## src/chtlp_pkg.sv

```systemverilog
package chtlp_pkg;

    localparam int KEY_W       = 64;
    localparam int HALF_W      = 32;
    localparam int MODE_W      = 2;
    localparam int CFG_W       = 4;
    localparam int OUT_COUNT_W = 32;

    localparam logic [KEY_W-1:0] HASH_MUL       = 64'd12345678911234567891;
    localparam logic [CFG_W-1:0] TABLE_BITS_RST = 4'd10;

    // Operation codes carried in the input tuser.
    localparam logic [MODE_W-1:0] MODE_INSERT = 2'd0;
    localparam logic [MODE_W-1:0] MODE_FIND   = 2'd1;
    localparam logic [MODE_W-1:0] MODE_CLEAR  = 2'd2;

    // Operand pairs for the shared 32 x 32 multiplier.
    localparam logic [1:0] MUL_LL = 2'd0;
    localparam logic [1:0] MUL_LH = 2'd1;
    localparam logic [1:0] MUL_HL = 2'd2;

    // Hash accumulator operations.
    localparam logic [1:0] ACC_NONE = 2'd0;
    localparam logic [1:0] ACC_LOAD = 2'd1;
    localparam logic [1:0] ACC_ADD  = 2'd2;

    // Result kinds.
    localparam logic [1:0] RES_ZERO = 2'd0;
    localparam logic [1:0] RES_OVF  = 2'd1;
    localparam logic [1:0] RES_INS  = 2'd2;
    localparam logic [1:0] RES_FIND = 2'd3;

    typedef struct packed {
        logic       load_key;
        logic [1:0] mul_sel;
        logic [1:0] acc_op;
        logic       idx_load;
        logic       idx_inc;
        logic       rd_en;
        logic       wr_upd;
        logic       clr_wr;
        logic       clr_idx_rst;
        logic       clr_idx_inc;
        logic       res_set;
        logic [1:0] res_kind;
        logic       out_load;
    } t_dp_cmd;

    typedef struct packed {
        logic at_limit;
        logic hit;
        logic clr_last;
    } t_dp_sts;

endpackage

```

## src/chtlp_ctrl.sv

```systemverilog
module chtlp_ctrl (
    input  logic                         i_clk,
    input  logic                         i_rst_n,
    input  logic                         i_s_tvalid,
    output logic                         o_s_tready,
    input  logic [chtlp_pkg::MODE_W-1:0] i_mode,
    output logic                         o_m_tvalid,
    input  logic                         i_m_tready,
    input  logic                         i_cfg_we,
    input  chtlp_pkg::t_dp_sts           i_sts,
    output chtlp_pkg::t_dp_cmd           o_cmd
);
    import chtlp_pkg::*;

    localparam logic [3:0] S_CLR  = 4'd0;
    localparam logic [3:0] S_IDLE = 4'd1;
    localparam logic [3:0] S_H0   = 4'd2;
    localparam logic [3:0] S_H1   = 4'd3;
    localparam logic [3:0] S_H2   = 4'd4;
    localparam logic [3:0] S_H3   = 4'd5;
    localparam logic [3:0] S_HIDX = 4'd6;
    localparam logic [3:0] S_RD   = 4'd7;
    localparam logic [3:0] S_CHK  = 4'd8;
    localparam logic [3:0] S_DONE = 4'd9;

    logic [3:0] r_state;
    logic [3:0] n_state;
    logic       r_ins;
    logic       n_ins;
    logic       r_clr_item;
    logic       n_clr_item;
    logic       r_out_valid;
    logic       n_out_valid;
    logic       s_accept;

    assign o_s_tready = (r_state == S_IDLE) && !i_cfg_we;
    assign s_accept   = i_s_tvalid && o_s_tready;
    assign o_m_tvalid = r_out_valid;

    always_comb begin
        o_cmd       = '0;
        n_state     = r_state;
        n_ins       = r_ins;
        n_clr_item  = r_clr_item;
        n_out_valid = r_out_valid && !i_m_tready;

        unique case (r_state)
            S_CLR: begin
                o_cmd.clr_wr = 1'b1;
                if (i_sts.clr_last) begin
                    o_cmd.clr_idx_rst = 1'b1;
                    if (r_clr_item) begin
                        o_cmd.res_set  = 1'b1;
                        o_cmd.res_kind = RES_ZERO;
                        n_state        = S_DONE;
                    end else begin
                        n_state = S_IDLE;
                    end
                end else begin
                    o_cmd.clr_idx_inc = 1'b1;
                end
            end
            S_IDLE: begin
                if (s_accept) begin
                    o_cmd.load_key = 1'b1;
                    unique case (i_mode) inside
                        MODE_INSERT, MODE_FIND: begin
                            n_ins   = (i_mode == MODE_INSERT);
                            n_state = S_H0;
                        end
                        MODE_CLEAR: begin
                            n_clr_item = 1'b1;
                            n_state    = S_CLR;
                        end
                        default: begin
                            o_cmd.res_set  = 1'b1;
                            o_cmd.res_kind = RES_ZERO;
                            n_state        = S_DONE;
                        end
                    endcase
                end
            end
            S_H0: begin
                o_cmd.mul_sel = MUL_LL;
                n_state       = S_H1;
            end
            S_H1: begin
                o_cmd.mul_sel = MUL_LH;
                o_cmd.acc_op  = ACC_LOAD;
                n_state       = S_H2;
            end
            S_H2: begin
                o_cmd.mul_sel = MUL_HL;
                o_cmd.acc_op  = ACC_ADD;
                n_state       = S_H3;
            end
            S_H3: begin
                o_cmd.acc_op = ACC_ADD;
                n_state      = S_HIDX;
            end
            S_HIDX: begin
                o_cmd.idx_load = 1'b1;
                n_state        = S_RD;
            end
            S_RD: begin
                if (i_sts.at_limit) begin
                    o_cmd.res_set  = 1'b1;
                    o_cmd.res_kind = RES_OVF;
                    n_state        = S_DONE;
                end else begin
                    o_cmd.rd_en = 1'b1;
                    n_state     = S_CHK;
                end
            end
            S_CHK: begin
                if (i_sts.hit) begin
                    o_cmd.wr_upd   = r_ins;
                    o_cmd.res_set  = 1'b1;
                    o_cmd.res_kind = r_ins ? RES_INS : RES_FIND;
                    n_state        = S_DONE;
                end else begin
                    o_cmd.idx_inc = 1'b1;
                    n_state       = S_RD;
                end
            end
            S_DONE: begin
                // Hand over to the output register once it is free.
                if (!r_out_valid || i_m_tready) begin
                    o_cmd.out_load = 1'b1;
                    n_out_valid    = 1'b1;
                    n_state        = S_IDLE;
                end
            end
            default: begin
                n_state = S_IDLE;
            end
        endcase

        // A register write restarts the clearing pass from the first slot.
        if (i_cfg_we) begin
            o_cmd.clr_idx_rst = 1'b1;
            o_cmd.clr_idx_inc = 1'b0;
            o_cmd.clr_wr      = 1'b0;
            n_clr_item        = 1'b0;
            n_state           = S_CLR;
        end else if (r_state == S_CLR && i_sts.clr_last) begin
            n_clr_item = 1'b0;
        end
    end

    always_ff @(posedge i_clk) begin
        if (!i_rst_n) begin
            r_state     <= S_CLR;
            r_ins       <= 1'b0;
            r_clr_item  <= 1'b0;
            r_out_valid <= 1'b0;
        end else begin
            r_state     <= n_state;
            r_ins       <= n_ins;
            r_clr_item  <= n_clr_item;
            r_out_valid <= n_out_valid;
        end
    end

endmodule

```

## config.mk

```make
export PLATFORM = sky130hd
export DESIGN_NAME = chtlp_ctrl
export DESIGN_NICKNAME = d
export VERILOG_FILES = /design/src/chtlp_pkg.sv /design/src/chtlp_ctrl.sv
export SDC_FILE = /design/constraint.sdc
export NUM_CORES = 1
export LEC_CHECK = 0
export BUFFER_PORTS_ARGS = -buffer_cell sky130_fd_sc_hd__buf_2
export CELL_PAD_IN_SITES_DETAIL_PLACEMENT = 1
export CELL_PAD_IN_SITES_GLOBAL_PLACEMENT = 1
export CORE_UTILIZATION = 30
export CTS_CLUSTER_DIAMETER = 120
export DETAILED_ROUTE_END_ITERATION = 8
export HOLD_SLACK_MARGIN = 0.06
export PLACE_DENSITY = 0.74
export SYNTH_ARGS = -nofsm -noshare
export SYNTH_HDL_FRONTEND = slang
export SYNTH_SLANG_ARGS = --single-unit
export TNS_END_PERCENT = 100
```

## constraint.sdc

```tcl
create_clock -name i_clk -period 1.4 [get_ports i_clk]
set_input_delay 0.14 -clock i_clk [delete_from_list [all_inputs] [get_ports i_clk]]
set_output_delay 0.14 -clock i_clk [all_outputs]
set_load 0.05 [all_outputs]
```

==> flow_summary.json, run 1 <==
{
  "place_area_um2": 940,
  "synth_edf_count": 0,
  "gp_routability_congestion": 0.766,
  "hold_buffers": 0,
  "cts.htree.levels": 1,
  "clk_path_buf_depth": 2,
  "cts_buffers": 3,
  "cts-root-buf": "clkbuf_4",
  "grt_max_degree": 12,
  "ys_seq_area_frac": 0.236,
  "synth_flop_cell": "dfxtp_1",
  "yosysWarnings": 0,
  "syn_area_um2": 593,
  "initial_core_util": 0.333,
  "async_flop_share": 0,
  "synth_top_area_frac": 0.236,
  "lastStage": "global routing",
  "hpwl_mm": 1.67,
  "pre_cts_slack_ns": -0.169,
  "tool.error": "[ERROR DPL-0033] detailed placement checks failed during check placement.",
  "synth_area_leaders": "dfxtp_1 (24%), nor2_1 (6.3%), nand2b_1 (5.3%), nor2b_1 (5.3%), o21a_1 (3.8%)",
  "clock-sinks": 7,
  "synth_cell_type_count": 36,
  "boundaryPins": 28,
  "die_x_um": 46.5,
  "num_rows": 15,
  "syn-num-nets": 88,
  "port_buffers": 27,
  "worst_endpoint": "o_cmd[3]",
  "status": "stopped before the end",
  "die_h_um": 46.5,
  "syn_avg_cell_area_um2": 7.60,
  "yosys-top-cells-count": "nor2_1 (10), dfxtp_1 (7), nand2b_1 (5), nor2b_1 (5)",
  "synth-seq-cells": 7,
  "worst-ep-kind": "primary output",
  "synthMostInstantiatedCell": "nor2_1",
  "syn_inst": 78,
  "antenna_found_initial": 0,
  "yosysTopAreaCell": "dfxtp_1"
}
[metrics by stage]
step	std cells	hold WS, ns
after floorplan	78	0.273
after global placement	143	0.407
after detailed placement	143	0.422
after CTS	155	0.139
[cell families after synthesis]
kind of cell,synth area share
flip-flops,0.236
buffers and inverters,0.0612
AND/OR/NAND/NOR,0.487
AO/OA/AOI/OAI,0.198
multiplexers,0.0169
[timing repair]
item	CTS
pin swaps	7
gates cloned	0
setup endpoints to repair	23
buffers inserted	8
gates resized for setup	75
==> run 2: changes to the inputs <==
CELL_PAD_IN_SITES_DETAIL_PLACEMENT = default   (was 1)
CELL_PAD_IN_SITES_GLOBAL_PLACEMENT = default   (was 1)
CORE_AREA = 2 2 63 65   (was default)
CORE_UTILIZATION = default   (was 30)
CTS_CLUSTER_DIAMETER = default   (was 120)
DIE_AREA = 0 0 65 67   (was default)
HOLD_SLACK_MARGIN = default   (was 0.06)
PLACE_DENSITY = default   (was 0.74)
PLACE_DENSITY_LB_ADDON = 0.15   (was default)
==> flow_summary.json, run 2 <==
{
  "finalCritPeriodShare": 1.22,
  "hpwl_mm": 1.57,
  "yosys-top-cells-count": "nor2_1 (10), dfxtp_1 (7), nand2b_1 (5), nor2b_1 (5)",
  "grt_pass1_wl_mm": 3.23,
  "power_mw": 0.786,
  "fin_nets": 142,
  "grt_usage": 0.0982,
  "arrival_ns": 1.56,
  "syn_area_um2": 593,
  "fmax_mhz": 587,
  "worstPathMaxFanout": 3,
  "place_area_um2": 961,
  "yosysTopAreaCell": "dfxtp_1",
  "clk_path_buf_depth": 2,
  "synth_flop_cell": "dfxtp_1",
  "routedWlPerCell_um": 11.4,
  "finalHoldViolations": 0,
  "async_flop_share": 0,
  "clkTransAtPathRegs_ns": 0.04,
  "gp_routability_congestion": 0.710,
  "hold_path.class": "primary input to flip-flop",
  "critPathMaxStageDelay_ns": 0.56,
  "drtIter0Drc": 21,
  "initial_core_util": 0.164,
  "worstPathRequired_ns": 1.26,
  "die_x_um": 65,
  "syn-num-nets": 88,
  "synth_area_leaders": "dfxtp_1 (24%), nor2_1 (6.3%), nand2b_1 (5.3%), nor2b_1 (5.3%), o21a_1 (3.8%)",
  "cts_buffers": 3,
  "clock-sinks": 7,
  "synth_cell_type_count": 36,
  "fin_ws_ns": -0.303,
  "status": "complete, but fails checks",
  "syn2layout_area_growth_pct": 124,
  "port_buffers": 27,
  "cts_tree": "yes",
  "antenna_found_initial": 0,
  "layout_common_cells": "buf_6 (21), buf_4 (19), buf_2 (10)",
  "cts-root-buf": "clkbuf_8",
  "dieArea_um2": 4360,
  "rsz0062_at_grt": "yes",
  "synth-seq-cells": 7,
  "critPathTopFamily": "simple AND/OR/NAND/NOR gates",
  "period_minus_slack_ns": 1.70,
  "cts.htree.levels": 1,
  "antenna_left": 0,
  "crit_type": "flip-flop to primary output",
  "p_leak_nw": 0.548,
  "worst_pin_slew_ns": 0.336,
  "syn_inst": 78,
  "first_global_vias": 688,
  "synth_top_area_frac": 0.236,
  "ir_worst_vdd_v": 0.000265,
  "synthMostInstantiatedCell": "nor2_1",
  "regMostFlops": "r_state",
  "antenna_cells": 0,
  "crit_path_top_delay_cell": "or4b_4",
  "clock_latency_ns": 0.23,
  "yosysWarnings": 0,
  "violations": "negative setup slack",
  "setup_viol": 22,
  "first_pass_iters": 4,
  "vias_per_cell": 4.27,
  "slew_violations": 0,
  "synth_edf_count": 0,
  "layout_commonest_cell": "buf_6",
  "powerDensity_nw_per_um2": 590,
  "overflow": 0,
  "ys_seq_area_frac": 0.236,
  "fin_area_um2": 1330,
  "largest_reg_flops": 4,
  "critical_path.startpoint_type": "flip-flop",
  "die_h_um": 67,
  "slew_headroom": 0.776,
  "drc": 0,
  "vias": 765,
  "boundaryPins": 28,
  "core_um2": 3610,
  "hold_buffers": 0,
  "cp_cell_sequence": "or4b_4 > nor2_4 > nand3_2 > nand4_1 > buf_6",
  "drt-total-wl_mm": 2.05,
  "max-cap-violations": 0,
  "crit_buf_inv": 1,
  "grt_max_degree": 12,
  "crit_path_end_kind": "primary output",
  "fin_skew_ns": 0.00767,
  "num_rows": 22,
  "syn_avg_cell_area_um2": 7.60,
  "layout-drive-gt1-share": 0.718
}
==> run 2: kinds of logic (layout without fill, tap and decap cells) <==
family / Yosys count / in the layout / share of synthesized area
buffers and inverters: 8 / 61 / 0.0612
AND/OR/NAND/NOR: 47 / 47 / 0.487
flip-flops: 7 / 7 / 0.236
multiplexers: 1 / 1 / 0.0169
AO/OA/AOI/OAI: 15 / 15 / 0.198
==> run 2: worst register-to-register path: stages, from the launching register on <==
cell and delay [ns]:
dfxtp_1 0.31, buf_6 0.14, or4_4 0.48, buf_6 0.15, o21ai_4 0.15, buf_6 0.12
a31oi_1 0.04
==> run 2: area by class of cell <==
class / instances / area, um^2
repair buffers: 54 / 489
flip-flops and latches: 7 / 144
inverters: 3 / 15.0
clock buffers: 4 / 45.0
fillers: 367 / 2270
multi-input cells: 63 / 578
well taps: 48 / 60.1
==> run 2: layer usage <==
metal / part of all wire / GRT usage / up-vias
met4: 0.020 / 0.0505 / 0
met2: 0.53 / 0.170 / 24
met3: 0.056 / 0.0270 / 4
li1: - / - / 384
met1: 0.40 / 0.110 / 353
met5: 0 / 0 / -
==> run 2: power breakdown <==
| part | switching (mW) | internal [mW] | total [mW] |
|---|---|---|---|
| registers | 0.00387 | 0.205 | 0.209 |
| clock network | 0.0914 | 0.197 | 0.289 |
| logic | 0.154 | 0.134 | 0.288 |
==> run 2: path summary, 6_finish.rpt <==
| path | startpoint | endpoint | slack (ns) | cells after the start |
|---|---|---|---|---|
| worst min-delay path | i_rst_n | r_ins$_SDFFE_PN0P_ | 0.17 | 2 |
| worst max register to register | r_state[0]$_SDFFE_PP0P_ | r_state[0]$_SDFFE_PP0P_ | -0.13 | 6 |
| worst min register to register | o_m_tvalid$_SDFF_PN0_ | o_m_tvalid$_SDFF_PN0_ | 0.54 | 2 |
| worst max-delay path | r_state[3]$_SDFFE_PP0P_ | o_cmd[3] | -0.30 | 5 |
==> run 2: stage by stage <==
step | worst slack, ns | TNS, ns | utilization | instances | hold WS, ns
global route | -0.369 | -3.86 | 0.369 | 179 | 0.181
detailed placement | -0.153 | -1.06 | 0.266 | 165 | 0.417
finish | -0.303 | -2.53 | 0.369 | 179 | 0.172
CTS | -0.302 | -2.89 | 0.352 | 177 | 0.174
global placement | -0.141 | -0.949 | 0.266 | 165 | 0.412
floorplan | -0.435 | -1.47 | - | 78 | 0.273
==> run 2: what timing repair did <==
item | 4_1_cts | 5_1_grt
buffers inserted | 8 | 3
pin swaps | 7 | 6
resized for setup | 60 | 9
endpoints found under the setup margin | 22 | 23
(Power assumes the default switching activity.)
